[config.mk]
export PLATFORM = sky130hd
export DESIGN_NAME = http_request_line_parser
export DESIGN_NICKNAME = d
export VERILOG_FILES = /design/src/design/hrlp_pkg.sv /design/src/design/http_request_line_parser.sv
export VERILOG_INCLUDE_DIRS = /design/src /design/src/design
export SDC_FILE = /design/constraint.sdc
export NUM_CORES = 1
export LEC_CHECK = 0
export CAP_MARGIN = 20
export CORE_MARGIN = 2
export CORE_UTILIZATION = 60
export DETAILED_ROUTE_END_ITERATION = 8
export DONT_BUFFER_PORTS = 1
export GPL_ROUTABILITY_DRIVEN = 1
export PLACE_DENSITY = 0.82
export SYNTH_ARGS = -nofsm -noshare
export SYNTH_HDL_FRONTEND = slang
export SYNTH_SLANG_ARGS = --single-unit
[constraint.sdc]
create_clock -name clock -period 4.2 [get_ports clock]
set_input_delay 0.84 -clock clock [delete_from_list [all_inputs] [get_ports clock]]
set_output_delay 0.84 -clock clock [all_outputs]
set_load 0.1 [all_outputs]
[src/design/http_request_line_parser_assert.svh]
// assertion macros for the request line parser
// used by http_request_line_parser.sv, no other dependencies
`ifndef HTTP_REQUEST_LINE_PARSER_ASSERT_SVH
`define HTTP_REQUEST_LINE_PARSER_ASSERT_SVH

// check a property on every rising clock edge outside reset
`define HRLP_ASSERT(label, prop, msg) \
   label: assert property (@(posedge clock) disable iff (reset) (prop)) else $error(msg);

// check that a condition on the accepted item shows in the next cycle
`define HRLP_ASSERT_NEXT(label, cond, prop, msg) \
   label: assert property (@(posedge clock) disable iff (reset) (cond) |=> (prop)) \
      else $error(msg);

`endif

[src/design/hrlp_pkg.sv]
// package for the request line parser: method codes, name table, helpers
// no dependencies
package hrlp_pkg;

   localparam int POS_BITS    = 16;
   localparam int NUM_METHODS = 9;
   localparam int MAX_LEN     = 7;
   localparam logic [7:0] SPACE_CHAR = 8'h20;

   typedef logic [POS_BITS-1:0] pos_type;
   typedef logic [NUM_METHODS-1:0] cand_type;

   typedef enum logic [3:0] {
      M_GET     = 4'd0,
      M_HEAD    = 4'd1,
      M_POST    = 4'd2,
      M_PUT     = 4'd3,
      M_DELETE  = 4'd4,
      M_CONNECT = 4'd5,
      M_OPTIONS = 4'd6,
      M_TRACE   = 4'd7,
      M_PATCH   = 4'd8,
      M_UNKNOWN = 4'd9
   } method_type;

   // method names by code, padded with zero bytes
   localparam logic [7:0] METHOD_NAME [NUM_METHODS][MAX_LEN] = '{
      '{"G", "E", "T", 8'h00, 8'h00, 8'h00, 8'h00},
      '{"H", "E", "A", "D", 8'h00, 8'h00, 8'h00},
      '{"P", "O", "S", "T", 8'h00, 8'h00, 8'h00},
      '{"P", "U", "T", 8'h00, 8'h00, 8'h00, 8'h00},
      '{"D", "E", "L", "E", "T", "E", 8'h00},
      '{"C", "O", "N", "N", "E", "C", "T"},
      '{"O", "P", "T", "I", "O", "N", "S"},
      '{"T", "R", "A", "C", "E", 8'h00, 8'h00},
      '{"P", "A", "T", "C", "H", 8'h00, 8'h00}
   };

   localparam logic [2:0] METHOD_LEN [NUM_METHODS] = '{
      3'd3, 3'd4, 3'd4, 3'd3, 3'd6, 3'd7, 3'd7, 3'd5, 3'd5
   };

   // position step that holds at all ones
   function automatic pos_type sat_inc(input pos_type v);
      return (v == '1) ? v : v + pos_type'(1);
   endfunction

   // clamp a position to the 16 bit result fields
   function automatic logic [15:0] sat16(input pos_type v);
      logic [47:0] w;
      w = 48'(v);
      return (w > 48'h0000_0000_FFFF) ? 16'hFFFF : w[15:0];
   endfunction

endpackage

[src/design/http_request_line_parser.sv]
// request line parser top level: method match, uri offset and length
// depends on hrlp_pkg and http_request_line_parser_assert.svh
//
//   channel  direction  handshake             payload
//   req      in         req_valid / req_stall data_byte, last_byte
//   rsp      out        rsp_valid / rsp_stall method_code, method_seen, uri_offset,
//                                             uri_length, complete
//
// one byte is taken every cycle while req_stall is low; a result shows in rsp in the cycle after the byte
// that causes it, loaded straight from that byte and the parse state into the result register
// reset clears the parse state and the result valid; no clearing pass
// input is stalled only while a result waits and the output side stalls
// after the final byte of a message the parse state returns to its reset values

`include "http_request_line_parser_assert.svh"

module http_request_line_parser (
   input  logic        clock,
   input  logic        reset,
   input  logic        req_valid,
   output logic        req_stall,
   input  logic [7:0]  req_data_byte,
   input  logic        req_last_byte,
   output logic        rsp_valid,
   input  logic        rsp_stall,
   output logic [3:0]  rsp_method_code,
   output logic        rsp_method_seen,
   output logic [15:0] rsp_uri_offset,
   output logic [15:0] rsp_uri_length,
   output logic        rsp_complete
);

   // parse state
   hrlp_pkg::pos_type    pos_ff, pos_in;
   logic [1:0]           spaces_ff, spaces_in;
   hrlp_pkg::cand_type   cand_ff, cand_in;
   hrlp_pkg::method_type method_ff, method_in;
   hrlp_pkg::pos_type    uri_ff, uri_in;
   logic                 sent_ff, sent_in;

   // result register
   logic                 out_valid_ff, out_valid_in;
   hrlp_pkg::method_type out_method_ff, out_method_in;
   logic                 out_seen_ff, out_seen_in;
   logic [15:0]          out_offset_ff, out_offset_in;
   logic [15:0]          out_length_ff, out_length_in;
   logic                 out_complete_ff, out_complete_in;

   logic                 accept;
   logic                 emit;
   logic                 is_space;
   hrlp_pkg::method_type picked;
   hrlp_pkg::cand_type   narrowed;
   hrlp_pkg::pos_type    end_pos;
   hrlp_pkg::pos_type    len_full;

   assign req_stall = out_valid_ff & rsp_stall;
   assign accept    = req_valid & ~req_stall;
   assign is_space  = (req_data_byte == hrlp_pkg::SPACE_CHAR);

   // drop candidates whose name does not have this byte at this position
   always_comb begin
      narrowed = cand_ff;
      for (int m = 0; m < hrlp_pkg::NUM_METHODS; m++) begin
         if (pos_ff >= hrlp_pkg::pos_type'(hrlp_pkg::METHOD_LEN[m])) begin
            narrowed[m] = 1'b0;
         end else if (hrlp_pkg::METHOD_NAME[m][pos_ff[2:0]] != req_data_byte) begin
            narrowed[m] = 1'b0;
         end
      end
   end

   // lowest code among surviving candidates of the token's length
   always_comb begin
      picked = hrlp_pkg::M_UNKNOWN;
      for (int m = hrlp_pkg::NUM_METHODS - 1; m >= 0; m--) begin
         if (cand_ff[m] && pos_ff == hrlp_pkg::pos_type'(hrlp_pkg::METHOD_LEN[m])) begin
            picked = hrlp_pkg::method_type'(4'(m));
         end
      end
   end

   // next parse state and result for the accepted item
   always_comb begin
      pos_in          = pos_ff;
      spaces_in       = spaces_ff;
      cand_in         = cand_ff;
      method_in       = method_ff;
      uri_in          = uri_ff;
      sent_in         = sent_ff;
      emit            = 1'b0;
      end_pos         = hrlp_pkg::sat_inc(pos_ff);
      len_full        = '0;
      out_method_in   = out_method_ff;
      out_seen_in     = out_seen_ff;
      out_offset_in   = out_offset_ff;
      out_length_in   = out_length_ff;
      out_complete_in = out_complete_ff;

      if (accept) begin
         if (!sent_ff) begin
            if (is_space) begin
               if (spaces_ff == 2'd0) begin
                  method_in = picked;
                  uri_in    = hrlp_pkg::sat_inc(pos_ff);
                  spaces_in = 2'd1;
               end else begin
                  // second space: full result
                  len_full        = (pos_ff >= uri_ff) ? pos_ff - uri_ff : '0;
                  emit            = 1'b1;
                  out_method_in   = method_ff;
                  out_seen_in     = 1'b1;
                  out_offset_in   = hrlp_pkg::sat16(uri_ff);
                  out_length_in   = hrlp_pkg::sat16(len_full);
                  out_complete_in = 1'b1;
                  spaces_in       = 2'd2;
                  sent_in         = 1'b1;
               end
            end else if (spaces_ff == 2'd0) begin
               cand_in = narrowed;
            end

            // message ended before a second space
            if (req_last_byte && !emit) begin
               emit            = 1'b1;
               out_complete_in = 1'b0;
               if (spaces_in == 2'd1) begin
                  len_full      = (end_pos >= uri_in) ? end_pos - uri_in : '0;
                  out_method_in = method_in;
                  out_seen_in   = 1'b1;
                  out_offset_in = hrlp_pkg::sat16(uri_in);
                  out_length_in = hrlp_pkg::sat16(len_full);
               end else begin
                  out_method_in = hrlp_pkg::M_UNKNOWN;
                  out_seen_in   = 1'b0;
                  out_offset_in = '0;
                  out_length_in = '0;
               end
            end
         end

         pos_in = end_pos;
         if (req_last_byte) begin
            pos_in    = '0;
            spaces_in = 2'd0;
            cand_in   = '1;
            method_in = hrlp_pkg::M_UNKNOWN;
            uri_in    = '0;
            sent_in   = 1'b0;
         end
      end

      // result valid: load on a new result, drop when taken
      if (emit) begin
         out_valid_in = 1'b1;
      end else if (out_valid_ff && !rsp_stall) begin
         out_valid_in = 1'b0;
      end else begin
         out_valid_in = out_valid_ff;
      end
   end

   // control and parse state registers
   always_ff @(posedge clock) begin
      if (reset) begin
         pos_ff       <= '0;
         spaces_ff    <= 2'd0;
         cand_ff      <= '1;
         method_ff    <= hrlp_pkg::M_UNKNOWN;
         uri_ff       <= '0;
         sent_ff      <= 1'b0;
         out_valid_ff <= 1'b0;
      end else begin
         pos_ff       <= pos_in;
         spaces_ff    <= spaces_in;
         cand_ff      <= cand_in;
         method_ff    <= method_in;
         uri_ff       <= uri_in;
         sent_ff      <= sent_in;
         out_valid_ff <= out_valid_in;
      end
   end

   // result payload, no reset needed
   always_ff @(posedge clock) begin
      out_method_ff   <= out_method_in;
      out_seen_ff     <= out_seen_in;
      out_offset_ff   <= out_offset_in;
      out_length_ff   <= out_length_in;
      out_complete_ff <= out_complete_in;
   end

   assign rsp_valid       = out_valid_ff;
   assign rsp_method_code = out_method_ff;
   assign rsp_method_seen = out_seen_ff;
   assign rsp_uri_offset  = out_offset_ff;
   assign rsp_uri_length  = out_length_ff;
   assign rsp_complete    = out_complete_ff;

   // checks
   `HRLP_ASSERT(a_complete_needs_method, !(out_valid_ff && out_complete_ff) || out_seen_ff, "complete result without a first space")
   `HRLP_ASSERT(a_no_method_fields, !(out_valid_ff && !out_seen_ff) || (out_method_ff == hrlp_pkg::M_UNKNOWN && out_offset_ff == 16'd0 && out_length_ff == 16'd0 && !out_complete_ff), "result without method carries nonzero fields")
   `HRLP_ASSERT(a_sent_means_two_spaces, !sent_ff || spaces_ff == 2'd2, "result sent but space count is not two")
   `HRLP_ASSERT(a_stall_only_when_full, !req_stall || out_valid_ff, "input stalled with empty result register")
   `HRLP_ASSERT_NEXT(a_reset_after_last, accept && req_last_byte, pos_ff == '0 && spaces_ff == 2'd0 && !sent_ff && cand_ff == '1, "state not cleared after final byte")

endmodule

Word level (Yosys, flattened, before mapping)
Memory sizes are Yosys's and may differ from the RTL's. Index checks and enable logic that the tools add are counted.

Add/sub/neg operators: 3. $lt $le $gt $ge: 8. Eq/ne operators: 20. Muxes and demuxes: 96. Bitwise logic cells: 5. Reduce and logical (&&, ||, !) cells: 37.

Operators with widths (count): 16-bit 2-to-1 mux (18); 8-bit 2-to-1 mux (18); 8-bit != test (9); 16-bit by 3-bit == test with 1-bit output (second input constant) (4); 16-bit by 3-bit >= comparator with 1-bit output (second input constant) (4); 4-bit 2-to-1 mux (16); 5-bit AND reduction (9); 9-bit 2-to-1 mux (4); 1-bit 2-to-1 mux (34); 16-bit >= comparator (2); 16-bit subtractor (2); 3-bit nonzero test (9); 16-bit by 1-bit adder with 16-bit output (second input constant) (1); 16-bit == test (second input constant) (1); 16-bit by 2-bit == test with 1-bit output (second input constant) (1); 16-bit by 2-bit >= comparator with 1-bit output (second input constant) (1); 2-bit 2-to-1 mux (6); 1-bit logical AND (11); 8-bit by 6-bit == test with 1-bit output (second input constant) (1); 2-bit nonzero test (3); 4-bit >= comparator (second input constant) (1); 2-bit != test (second input constant) (2); 3-bit NOT with 4-bit output (1); 4-bit AND reduction (1); 7 further kinds (10).

Register bits after elaboration: 87. ROM bits: 576. Memories: 9.

Memory list: (no name shown) (words 8, bits a word 8, read ports 1, clocked after Yosys merged registers in 0, wr ports 0, line http_request_line_parser.sv:67) `end else if (hrlp_pkg::METHOD_NAME[m][pos_ff[2:0]] != req_data_byte) begin`; (no name shown) (words 8, bits a word 8, read ports 1, clocked after Yosys merged registers in 0, wr ports 0, line http_request_line_parser.sv:67); (no name shown) (words 8, bits a word 8, read ports 1, clocked after Yosys merged registers in 0, wr ports 0, line http_request_line_parser.sv:67); (no name shown) (words 8, bits a word 8, read ports 1, clocked after Yosys merged registers in 0, wr ports 0, line http_request_line_parser.sv:67); (no name shown) (words 8, bits a word 8, read ports 1, clocked after Yosys merged registers in 0, wr ports 0, line http_request_line_parser.sv:67); (no name shown) (words 8, bits a word 8, read ports 1, clocked after Yosys merged registers in 0, wr ports 0, line http_request_line_parser.sv:67); +3 memories.

Logic depth before layout (Yosys ltp)
Gate-level depths: netlist of the first run.

Depth in word-level cells: 15. Gate-level depth with buffers: 17. Mapped depth without buffers: 15.

Worst setup path before layout of the first run
No wires, ideal clock.

Path kind: in2reg. Start point: input req_data_byte[0]. End point: register out_length_ff[15], in the netlist rsp_uri_length[15] (data pin). Library setup time: 275 ps. Arrival: 3460 ps. Path slack: 464 ps. Cell stages on the path: 12. Buffers on the path: 1. Cells stage by stage: nor4_4 > nand3_2 > clkbuf_1 > o21ai_0 > inv_1 > ha_1 > nand2b_1 > a211oi_1 > o21ai_0 > o31ai_1 > mux2i_1 > o32ai_1.

Word-level cells in the longest chain between the ends: 8. Elaborated cells on any way between the ends: 18.

Ends and longest elaborated chain: start, declared (line http_request_line_parser.sv:22) `input logic [7:0] req_data_byte,`; 8-bit by 6-bit == test with 1-bit output * (line http_request_line_parser.sv:59) `assign is_space = (req_data_byte == hrlp_pkg::SPACE_CHAR);`; 16-bit 2-to-1 mux (line http_request_line_parser.sv:102) `if (is_space) begin`; 16-bit 2-to-1 mux (line http_request_line_parser.sv:101) `if (!sent_ff) begin`; 16-bit 2-to-1 mux (line http_request_line_parser.sv:100) `if (accept) begin`; 16-bit subtractor / 16-bit >= comparator (equally long branches) (line http_request_line_parser.sv:128) `len_full = (end_pos >= uri_in) ? end_pos - uri_in : '0;`; 16-bit 2-to-1 mux (line http_request_line_parser.sv:128); 16-bit 2-to-1 mux (line http_request_line_parser.sv:127) `if (spaces_in == 2'd1) begin`; 16-bit 2-to-1 mux * (line http_request_line_parser.sv:124) `if (req_last_byte && !emit) begin`; end signal, assigned (line http_request_line_parser.sv:189) `out_length_ff <= out_length_in;`; end, declared (line http_request_line_parser.sv:46) `logic [15:0] out_length_ff, out_length_in;`.

Every way passes the cells marked *; elsewhere a longest branch is shown, timed or not. The select of a mux whose other input is x is not followed. A chain may end at the register's enable or synchronous reset.

Final worst setup path of the first run
Start point: register pos_ff[10]. End point: register out_length_ff[14], in the netlist rsp_uri_length[14] (data pin).

Word-level cells in the longest chain between the ends: 10. Elaborated cells on any way between the ends: 17.

Ends and longest elaborated chain: start, declared (line http_request_line_parser.sv:34) `hrlp_pkg::pos_type pos_ff, pos_in;`; start signal, assigned (line http_request_line_parser.sv:174) `pos_ff <= pos_in;`; 16-bit by 1-bit adder with 16-bit output / 16-bit == test (equally long branches) (line hrlp_pkg.sv:45) `return (v == '1) ? v : v + pos_type'(1);`; 16-bit 2-to-1 mux (line hrlp_pkg.sv:45); 16-bit 2-to-1 mux (line http_request_line_parser.sv:103) `if (spaces_ff == 2'd0) begin`; 16-bit 2-to-1 mux (line http_request_line_parser.sv:102); 16-bit 2-to-1 mux (line http_request_line_parser.sv:101); 16-bit 2-to-1 mux (line http_request_line_parser.sv:100); 16-bit subtractor / 16-bit >= comparator (equally long branches) (line http_request_line_parser.sv:128); 16-bit 2-to-1 mux (line http_request_line_parser.sv:128); 16-bit 2-to-1 mux (line http_request_line_parser.sv:127); 16-bit 2-to-1 mux * (line http_request_line_parser.sv:124).

Marked as above.

==> implementation parameters, run 1 <==
Parameter                              Value

Power and ir drop
  Power, Total ... 0.001782 W
  Leak ... 2.669 nW
  Worst vdd rail ir drop ... between 0.0002 and 0.00025 V
  Power per Cell Area ... between 200 and 300 nW/um^2

Clock tree
  Clock buffer depth ... 2
  CTS Buf Count ... 9
  Number of H-tree levels ... 3
  Total number of clock tree sinks ... 87
  Root buffer cell ... clkbuf_8
  TritonCTS clock tree ... built
  Hold buffer count at cts ... 0
  Clock latency on the worst-skew pair ... 0.40 ns
  CTS clk-pin slew, worst paths ... about 0.1 ns

Route
  Routed via count ... 6185
  Number of DRC markers in iteration 0 ... 733
  Drt first pass iters ... 5
  Ratio of routed vias to standard cells ... 6.708
  DR DRC count ... 0
  Average wire length per cell after detail routing ... approximately 21 um
  Detail Route Antenna Nets ... 0
  WL final ... 19.23 mm

STA
  Worst Max-Slew Pin Slew ... 0.9913 ns
  Shortest clock period the worst path allows after layout ... 4.032 ns
  Final sum of negative setup slack ... 0 ns
  RSZ-0062 raised after global routing ... false
  Final Hold Vio Count ... 0
  Number of max-slew violations in the final report ... 0
  # setup viols final ... 0
  Fmax ... 248.0 MHz
  Worst-case headroom to the max-slew limit ... 0.3391
  Final setup skew ... 0.01769 ns
  Final period utilization ... 0.9600

GRT
  Number of global-route vias before repair ... about 5800
  Maximum number of pins on one net before global-route repair ... 43
  Gr usage total ... 0.3362
  Global-route wire length before repair ... 30.33 mm
  Number of antenna violations at the first check in global routing ... 0
  Global route total overflow ... 0

Yosys
  Simple logic cell fraction of the synthesized area ... 0.1857
  Synthesis Warnings ... 0
  Combined area of all synthesized cells ... approximately 6500 sq um
  Total nets after synthesis ... 836
  Top_reg_cell synth ... dfxtp_1
  Mapped Cells ... 779
  Async set-reset flop share out of synthesis ... 0
  Adder-cell share of the synthesized area ... 0.08652
  XOR/XNOR Fraction of Synth Area ... 0.07102
  Avg Inst Size Synth ... 8.391 sq um
  Compound-Gate Fraction of Synth Area ... 0.2586
  Post-synthesis sequential area ratio ... 0.3247
  Number of synthesized register bits ... 87
  Multiplexer share of the synthesized area ... 0.01876
  Synth top area share ... 0.1746
  Most instantiated library cell after synthesis ... nand2_1
  Combinational family with the most area after synthesis ... compound AO/OA/AOI/OAI gates
  Synth top cells by count ... 63 x nand2_1, 61 x o21ai_0, 54 x a21oi_1, 52 x nor2_1
  Synth cell types ... 73
  Top cells by area, synth ... edfxtp_1 17%, dfxtp_1 15%, ha_1 8.0%
  Top cell type by total area after synthesis ... edfxtp_1
  Post-synth EDFFs ... 38

Critical path
  Worst Setup End Kind ... register
  Crit-path max FO ... 7
  Arrival time at the worst endpoint ... 4.18 ns
  Kind of critical path ... reg2reg
  Startpoint type of the worst setup path ... register
  Data required time of the worst path ... 4.35 ns

Placed design
  HPWL reported at the end of detailed placement ... 14.36 mm
  Cell count after placement ... 905
  Number of I/O port buffers ... 0
  RePlAce Congestion ... 1.033

Layout
  Fin nets ... 834
  Number of antenna cells inserted ... 0
  Share of layout cells above drive strength 1 ... 0.08568
  Cell Count, Final, Fillers Out ... 922
  Synthesis-to-layout area growth ... 6.891%

Floorplanning
  Die width ... roughly 110 um
  Placeable core region ... 10750 sq um
  Die outline height ... 108.4 um
  Die ar. ... 11750 sq um
  Starting density of the core ... 0.6083
  I/O pin cnt ... 53
  Row Count ... 38

Job
  Count of maximum capacitance violations ... 0

Hold path
  Hold WC Path Type ... reg2reg

Status
  Outcome ... complete, no violations
-- layout by cell type (no fill, tap or decap), types with 22 or more instances in the layout --
cell type  Yosys  routed
a21oi_1       54      54
ha_1          42      42
xnor2_1       31      31
inv_1         49      49
edfxtp_1      38      38
o21ai_0       61      59
buf_4          1      28
nand2_1       63      63
dfxtp_1       49      48
xor2_1        22      22
nor2_1        52      52
-- cells by family after synthesis --
logic type | count (synthesis)
compound gates | 257
xor+xnor | 53
fa+ha+maj | 44
buf+inv | 92
flops | 87
mux | 12
simple gates | 234
-- through the flow --
stage / cell area [sq um] / hold WS [ns] / worst slack [ns] / utilization
final: 6987 / 0.4687 / 0.1681 / 0.6502
after CTS: 6948 / 0.4750 / 0.1871 / 0.6466
after detailed placement: 6749 / 0.4547 / 0.1593 / 0.6281
after global routing: 6987 / 0.4858 / 0.01678 / 0.6502
after floorplan: 6536 / 0.4189 / 0.4644 / -
after global placement: 6749 / 0.4371 / 0.3340 / 0.6281
-- final timing paths --
check | from | end | slack (ns) | cells after the start
max reg2reg | pos_ff[10] | rsp_uri_length[14] | 0.17 | 13
min | cand_ff[4] | cand_ff[4] | 0.47 | 1
max | pos_ff[10] | rsp_uri_length[14] | 0.17 | 13
min reg2reg | cand_ff[4] | cand_ff[4] | 0.47 | 1
-- metal layers --
layer  global-route usage  wire length (um)  up-vias
met3              0.05485              1288       68
met5                    0                 0        -
met4               0.1667               859        0
li1                     -                 -     2872
met2               0.5858              9579      295
met1               0.4005              7506     2950
-- flip-flops by register name, indices dropped and copies added (netlist names) --
register	flops
cand_ff	9
method_ff	4
pos_ff	16
rsp_complete	1
rsp_method_code	4
rsp_method_seen	1
rsp_uri_length	16
rsp_uri_offset	16
rsp_valid	1
sent_ff	1
spaces_ff	2
uri_ff	16
-- power breakdown --
part	total (W)	internal [W]	switching (W)
Sequential	0.00100	0.000903	0.0000999
Combinational	0.000178	0.0000624	0.000116
Clock	0.000602	0.000263	0.000339
Total	0.00178	0.00123	0.000555
-- critical path, cell delays in order, from the launching register on --
cell       delay (ns)
dfxtp_1          0.48
and2_1           0.24
and4_1           0.42
a2111oi_4        0.15
xnor2_1          0.42
nor2_1           0.08
a21oi_1          0.23
ha_1             0.31
a21oi_1          0.25
a21oi_1          0.20
a2111oi_0        0.57
nor3_1           0.15
xnor2_1          0.18
o22ai_1          0.10
-- area by class of cell --
type	instances	area, sq um
Fill cell	917	3759
Inverter	51	191.4
Multi-Input combinational cell	600	4088
Tap cell	140	175.2
Timing Repair Buffer	28	210.2
Clock inverter	5	46.29
Clock buffer	11	152.6
Sequential cell	87	2123
-- what timing repair did --
| action | 4_1_cts | 5_1_grt |
|---|---|---|
| endpoints found under the setup margin | 0 | 16 |
| gates resized for setup | 0 | 8 |
| buffers inserted | 0 | 1 |
Power figures use the tool's default switching activity.
==> run 2: changes to the inputs <==
--- a/config.mk
+++ b/config.mk
@@ -6,13 +6,15 @@
 export SDC_FILE = /design/constraint.sdc
 export NUM_CORES = 1
 export LEC_CHECK = 0
+export ABC_AREA = 1
 export CAP_MARGIN = 20
 export CORE_MARGIN = 2
-export CORE_UTILIZATION = 60
+export CORE_UTILIZATION = 50
+export CTS_BUF_LIST = sky130_fd_sc_hd__clkbuf_4 sky130_fd_sc_hd__clkbuf_8 sky130_fd_sc_hd__clkbuf_16
 export DETAILED_ROUTE_END_ITERATION = 8
 export DONT_BUFFER_PORTS = 1
 export GPL_ROUTABILITY_DRIVEN = 1
-export PLACE_DENSITY = 0.82
+export PLACE_DENSITY = 0.71
 export SYNTH_ARGS = -nofsm -noshare
 export SYNTH_HDL_FRONTEND = slang
 export SYNTH_SLANG_ARGS = --single-unit
==> implementation parameters, run 2 <==
Parameter                              Value

Hold path
  WHS Path Cells ... 2 (+1)
  Hold Path End ... uri_ff[12]
  Hold WC Path Type ... reg2reg
  Beginning of the worst hold path ... uri_ff[12]

STA
  # setup viols final ... 0 (unchanged)
  Final period utilization ... 0.8743 (-0.08572)
  Worst Max-Slew Pin Slew ... 1.017 ns (+0.02574 ns)
  Worst-case headroom to the max-slew limit ... 0.3198 (-0.01936)
  Final setup skew ... 0.007314 ns (-0.01038 ns)
  Final Hold Vio Count ... 0 (unchanged)
  Shortest clock period the worst path allows after layout ... 3.672 ns (-0.3600 ns)
  Number of max-slew violations in the final report ... 0 (unchanged)
  RSZ-0062 raised after global routing ... false
  Final sum of negative setup slack ... 0 ns (unchanged)
  Fmax ... 272.3 MHz (+9.8%)

Placed design
  Cell Area, Placed ... 6874 sq um (+1.9%)
  RePlAce Congestion ... 0.9707 (-6.0%)
  Number of I/O port buffers ... 0 (unchanged)
  HPWL reported at the end of detailed placement ... 13.77 mm (-4.1%)

Yosys
  XOR/XNOR Fraction of Synth Area ... 0.07202 (+0.0009981)
  Total nets after synthesis ... 1003 (+20%)
  Avg Inst Size Synth ... 7.071 sq um (-16%)
  Compound-Gate Fraction of Synth Area ... 0.1461 (-0.1125)
  Async set-reset flop share out of synthesis ... 0 (unchanged)
  Combined area of all synthesized cells ... 6689 sq um (+2.3%)
  Post-synth EDFFs ... 38 (unchanged)
  Simple logic cell fraction of the synthesized area ... 0.3036 (+0.1179)
  Top_reg_cell synth ... dfxtp_1
  Synth cell types ... 46 (-37%)
  Top cell type by total area after synthesis ... edfxtp_1
  Post-synthesis sequential area ratio ... 0.3172 (-0.007409)
  Top cells by area, synth ... edfxtp_1 17%, nand2_1 15%, dfxtp_1 15%
  Synthesis Warnings ... 0 (unchanged)
  Synth top cells by count ... 264 x nand2_1, 86 x inv_1, 82 x a21oi_1, 78 x nor2_1, 57 x nand3_1
  Most instantiated library cell after synthesis ... nand2_1
  Multiplexer share of the synthesized area ... 0 (-0.01876)
  Mapped Cells ... 946 (+21%)
  Synth top area share ... 0.1706 (-0.003984)
  Adder-cell share of the synthesized area ... 0.08455 (-0.001975)
  Number of synthesized register bits ... 87 (unchanged)
  Combinational family with the most area after synthesis ... simple AND/OR/NAND/NOR gates

Layout
  Number of fillers in the final layout ... 1260 (+37%)
  Synthesis-to-layout area growth ... 7.389%
  Fin nets ... 996 (+19%)
  Commonest non-fill, non-tap cell in the layout ... nand2_1
  Number of antenna cells inserted ... 0 (unchanged)
  Share of layout cells above drive strength 1 ... 0.06886 (-0.01682)
  Commonest cells after routing, fill and taps aside ... 264 x nand2_1, 86 x inv_1, 81 x a21oi_1
  Total non-filler cell area in the finished layout ... 7183 sq um (+2.8%)

Critical path
  Terminus of the critical flop-to-flop path ... rsp_uri_length[10]
  Data required time of the worst path ... 4.29 ns (-0.06 ns)
  Path depth of the worst reg2reg path ... 22 (+9)
  Reg2reg setup slack ... 0.53 ns (+0.36 ns)
  Arrival time at the worst endpoint ... 3.76 ns (-0.42 ns)
  Worst Setup End Kind ... register
  Crit-path max FO ... 16 (+9)
  Kind of critical path ... reg2reg
  Startpoint type of the worst setup path ... register
  Start of the worst register-to-register path ... pos_ff[1]

Clock tree
  Number of H-tree levels ... 3 (unchanged)
  CTS clk-pin slew, worst paths ... 0.07 ns (-0.03 ns)
  Root buffer cell ... clkbuf_16
  Clock latency on the worst-skew pair ... 0.35 ns (-0.05 ns)
  Post-cts repair resize count ... 0 (unchanged)
  Post-CTS setup buffer count ... 0 (unchanged)
  Total number of clock tree sinks ... 87 (unchanged)
  Clock buffer depth ... 2 (unchanged)
  Hold buffer count at cts ... 0 (unchanged)
  TritonCTS clock tree ... built
  CTS Buf Count ... 9 (unchanged)

Route
  Ratio of routed vias to standard cells ... 5.638 (-16%)
  DR DRC count ... 0 (unchanged)
  Detail Route Antenna Nets ... 0 (unchanged)
  Number of DRC markers in iteration 0 ... 643 (-12%)
  WL final ... 18.34 mm (-4.6%)
  Routed via count ... 6315 (+2.1%)
  Average wire length per cell after detail routing ... 16.38 um (-21%)
  Drt first pass iters ... 5 (unchanged)

GRT
  Fraction of met2 tracks used by global routing ... 0.4046 (-0.1812)
  Global-route wire length before repair ... 29.55 mm (-2.6%)
  Maximum number of pins on one net before global-route repair ... 39 (-9.3%)
  Gr usage total ... 0.2611 (-0.07510)
  Global routing usage on met3 ... 0.04990 (-0.004947)
  Gr busiest metal ... met2
  Number of global-route vias before repair ... 5791 (-0.92%)
  Global route total overflow ... 0 (unchanged)
  Number of antenna violations at the first check in global routing ... 0 (unchanged)
  Met1 capacity usage during global routing ... 0.3723 (-0.02826)

Floorplanning
  I/O pin cnt ... 53 (unchanged)
  Die ar. ... 14320 sq um (+22%)
  Placeable core region ... 13140 sq um (+22%)
  Die width ... 119.7 um (+10%)
  Starting density of the core ... 0.5091 (-0.09915)
  Row Count ... 42 (+11%)
  Die outline height ... 119.7 um (+10%)

Status
  Outcome ... complete, no violations

Job
  Count of maximum capacitance violations ... 0 (unchanged)

Power and ir drop
  Power per Cell Area ... 281.7 nW/um^2 (+10%)
  Leak ... 3.190 nW (+20%)
  Worst vdd rail ir drop ... 0.0001758 V (-13%)
run 2: cell types whose count changed in the layout (fill, tap and decap cells not counted), sizes merged, moves of 12 or more:
cell / change
a21oi: +28
a22o: -14
a31oi: -15
buf: -15
inv: +41
nand2: +204
nand3: +38
nand4: +13
nor2: +32
nor2b: -12
o21ai: -25
xnor2: -18
xor2: +20
run 2: layer usage:
| metal | wire, um | share of wire |
|---|---|---|
| met5 | 0 | 0 |
| met4 | 339 | 0.018 |
| met3 | 1427 | 0.078 |
| met2 | 8158 | 0.44 |
| met1 | 8417 | 0.46 |
run 2: cells by family after synthesis:
family	count (synthesis)
simple gates	465
compound gates	169
buf+inv	126
flops	87
xor+xnor	55
fa+ha+maj	44
run 2: worst max path at each step:
stage	slack (ns)	cells past startpoint	startpoint	to
after floorplan	0.33	6	req_data_byte[0]	rsp_complete
after global placement	0.48	17	req_data_byte[6]	rsp_uri_length[12]
after detailed placement	0.41	17	req_data_byte[6]	rsp_uri_length[10]
after CTS	0.54	22	pos_ff[1]	rsp_uri_length[10]
after global routing	0.10	22	pos_ff[1]	rsp_uri_length[12]
final	0.53	22	pos_ff[1]	rsp_uri_length[10]
run 2: metrics by stage:
step	instances	worst slack, ns	utilization	hold WS, ns	total power (W)
finish	1120	0.5281	0.5468	0.4570	0.002023
global route	1120	0.1035	0.5468	0.4723	0.002086
CTS	1120	0.5420	0.5468	0.4590	0.002032
detailed placement	1104	0.4099	0.5232	0.4493	0.001211
global placement	1104	0.4834	0.5232	0.4354	0.001212
floorplan	946	0.3288	-	0.4188	0.001175
run 2: layout make-up:
| class | count | area, sq um | area share |
|---|---|---|---|
| Timing Repair Buffer | 13 | 97.59 | 0.01359 |
| Inverter | 95 | 356.6 | 0.04964 |
| Clock inverter | 3 | 23.77 | 0.003310 |
| Tap cell | 176 | 220.2 | 0.03066 |
| Sequential cell | 87 | 2122 | 0.2954 |
| Multi-Input combinational cell | 733 | 4078 | 0.5677 |
| Clock buffer | 13 | 285.3 | 0.03971 |
run 2: power breakdown:
| part | leakage, nW | switching (W) | internal, W |
|---|---|---|---|
| clock network | 0.147 | 0.000350 | 0.000478 |
| logic | 2.28 | 0.000125 | 0.0000547 |
| registers | 0.761 | 0.000110 | 0.000906 |
| total | 3.19 | 0.000585 | 0.00144 |
run 2: critical path, cell delays in order (launching register included):
cell and delay [ns]:
dfxtp_1 0.36, ha_1 0.19, nand2_2 0.09, nor2_4 0.13
nand4_2 0.14, nor2_4 0.26, inv_2 0.18, nand2_1 0.19
nand2_1 0.06, o21ai_0 0.09, inv_1 0.11, ha_1 0.35
a21oi_1 0.14, o21a_1 0.19, nor2_1 0.05, nor2_1 0.19
inv_1 0.08, nand2_1 0.06, nand3_1 0.08, nand2_2 0.21
inv_2 0.10, nand3_1 0.08, o21ai_1 0.06
==> run 3: changes to the inputs <==
--- a/config.mk
+++ b/config.mk
@@ -14,7 +14,6 @@
 export DETAILED_ROUTE_END_ITERATION = 8
 export DONT_BUFFER_PORTS = 1
 export GPL_ROUTABILITY_DRIVEN = 1
-export PLACE_DENSITY = 0.71
 export SYNTH_ARGS = -nofsm -noshare
 export SYNTH_HDL_FRONTEND = slang
 export SYNTH_SLANG_ARGS = --single-unit
==> implementation parameters, run 3 (same netlist as run 2, synthesis figures left out) <==
Parameter                              Value

Floorplanning
  Starting density of the core ... 0.5091 (unchanged)
  Row Count ... 42 (unchanged)
  I/O pin cnt ... 53 (unchanged)
  Die ar. ... 14320 sq um (unchanged)
  Die outline height ... 119.7 um (unchanged)
  Die width ... 119.7 um (unchanged)
  Placeable core region ... 13140 sq um (unchanged)

Layout
  Fin nets ... 1005 (+0.90%)
  Commonest cells after routing, fill and taps aside ... 264 x nand2_1, 86 x inv_1, 81 x a21oi_1
  Number of fillers in the final layout ... 1281 (+1.7%)
  Synthesis-to-layout area growth ... 7.838%
  Commonest non-fill, non-tap cell in the layout ... nand2_1
  Number of antenna cells inserted ... 0 (unchanged)
  Share of layout cells above drive strength 1 ... 0.07765 (+0.008794)
  Final core occ ... 0.5490 (+0.002286)

Power and ir drop
  Leak ... 3.231 nW (+1.3%)
  Worst vdd rail ir drop ... 0.0001808 V (+2.8%)
  Power per Cell Area ... 273.1 nW/um^2 (-3.1%)

Placed design
  RePlAce Congestion ... 0.9649 (-0.60%)
  Number of I/O port buffers ... 0 (unchanged)
  Setup WS pre-CTS ... 0.3984 ns (-0.01147 ns)
  HPWL reported at the end of detailed placement ... 15.48 mm (+12%)

Clock tree
  Post-cts repair resize count ... 0 (unchanged)
  Clock latency on the worst-skew pair ... 0.35 ns (about the same)
  Number of H-tree levels ... 3 (unchanged)
  Root buffer cell ... clkbuf_16
  Total number of clock tree sinks ... 87 (unchanged)
  Clock buffer depth ... 2 (unchanged)
  CTS Buf Count ... 9 (unchanged)
  TritonCTS clock tree ... built
  CTS clk-pin slew, worst paths ... 0.07 ns (about the same)

STA
  Fmax ... 265.2 MHz (-2.6%)
  Number of max-slew violations in the final report ... 0 (unchanged)
  Worst Max-Slew Pin Slew ... 0.9185 ns (-0.09859 ns)
  Worst-case headroom to the max-slew limit ... 0.3854 (+0.06567)
  Final sum of negative setup slack ... 0 ns (unchanged)
  Final Hold Vio Count ... 0 (unchanged)
  Final worst setup slack ... 0.4296 ns (-0.09852 ns)
  Shortest clock period the worst path allows after layout ... 3.770 ns (+0.09851 ns)
  RSZ-0062 raised after global routing ... false
  Final setup skew ... 0.01204 ns (+0.004728 ns)
  Final period utilization ... 0.8977 (+0.02346)
  # setup viols final ... 0 (unchanged)

Route
  Detail Route Antenna Nets ... 0 (unchanged)
  Drt first pass iters ... 6 (+1)
  Average wire length per cell after detail routing ... 17.72 um (+8.2%)
  Routed via count ... 6436 (+1.9%)
  DR DRC count ... 0 (unchanged)
  WL final ... 20.01 mm (+9.1%)
  Number of DRC markers in iteration 0 ... 601 (-6.5%)
  Ratio of routed vias to standard cells ... 5.701 (+1.1%)

Critical path
  Arrival time at the worst endpoint ... 3.86 ns (+0.10 ns)
  Launch point of the worst path ... pos_ff[1]
  Crit-path max FO ... 16 (unchanged)
  Reg2reg setup slack ... 0.43 ns (-0.10 ns)
  Data required time of the worst path ... 4.29 ns (about the same)
  Worst Setup End Kind ... register
  Path depth of the worst reg2reg path ... 22 (unchanged)
  Chain of cells forming the critical path ... ha_1, nand2_2, nor2_4, nand4_2, nor2_4, inv_2, nand2_1, nand2_1, o21ai_0, inv_1, ha_1, a21oi_1, o21a_1, nor2_1, nor2_1, inv_1, nand2_1, nand3_1, nand2_2, inv_2, nand3_1, o21ai_1
  Critical path's largest stage delay ... 0.36 ns (about the same)
  Most used cell, CP ... nand2_1
  Start of the worst register-to-register path ... pos_ff[1]
  Endpoint of the worst setup timing path ... rsp_uri_length[10]
  Startpoint type of the worst setup path ... register
  Terminus of the critical flop-to-flop path ... rsp_uri_length[10]
  Kind of critical path ... reg2reg
  Standard cell with the maximum stage delay on the critical path ... ha_1

Status
  Outcome ... complete, no violations

GRT
  Global route total overflow ... 0 (unchanged)
  Global-route wire length before repair ... 32.16 mm (+8.9%)
  Maximum number of pins on one net before global-route repair ... 39 (unchanged)
  Number of global-route vias before repair ... 6298 (+8.8%)
  Number of antenna violations at the first check in global routing ... 0 (unchanged)
  Gr usage total ... 0.2881 (+0.02703)

Job
  Count of maximum capacitance violations ... 0 (unchanged)

Hold path
  Hold WC Path Type ... reg2reg
-- run 3: worst min path at each step --
| stage | from | end | cells past startpoint |
|---|---|---|---|
| after floorplan | cand_ff[8] | cand_ff[8] | 2 |
| after global placement | cand_ff[8] | cand_ff[8] | 2 |
| after detailed placement | cand_ff[8] | cand_ff[8] | 2 |
| after CTS | cand_ff[8] | cand_ff[8] | 2 |
| after global routing | uri_ff[13] | uri_ff[13] | 2 |
| final | cand_ff[8] | cand_ff[8] | 2 |
-- run 3: routing by layer --
layer  vias up  part of all wire  global-route usage
li1       3156                 -                   -
met1      2928              0.42              0.3612
met2       289              0.47              0.4764
met3        63             0.068             0.04658
met4         0             0.044              0.1522
met5         -                 0                   0
-- run 3: metrics by stage --
stage          total power [W]  hold slack, ns  cells  cell area [sq um]
5_1_grt               0.002042          0.4788   1129               7213
2_1_floorplan         0.001175          0.4188    946               6689
3_3_place_gp          0.001217          0.4413   1109               6905
6_report              0.001970          0.4594   1129               7213
3_5_place_dp          0.001218          0.4442   1109               6905
4_1_cts               0.001983          0.4574   1125               7183
-- run 3: report_power, final --
group          switching [W]  total (W)  internal (W)
registers           0.000106    0.00101      0.000906
clock network       0.000356   0.000768      0.000412
logic               0.000132   0.000189     0.0000572
total               0.000594    0.00197       0.00138
-- run 3: final cells by class --
cell class | instances | area [sq um] | share of cell area
timing repair buffer | 22 | 165.2 | 0.02290
multi-input combinational | 733 | 4071 | 0.5644
sequential | 87 | 2122 | 0.2942
tap | 176 | 220.2 | 0.03053
clock buffer | 10 | 232.7 | 0.03226
inverter | 95 | 356.6 | 0.04944
clock inverter | 6 | 45.04 | 0.006245
-- run 3: repair_timing --
item | 4_1_cts | 5_1_grt
buffers inserted | 0 | 4
endpoints found under the setup margin | 0 | 3
hold buffers | 0 | 0
-- run 3: worst max-delay path: cells and delay by family (launching register included) --
family	cells	cell delay, ns
AOI/OAI and AO/OA	4	0.53
adders and majority gates	2	0.55
buffers and inverters	4	0.49
DFF	1	0.34
and+or+nand+nor	12	1.58
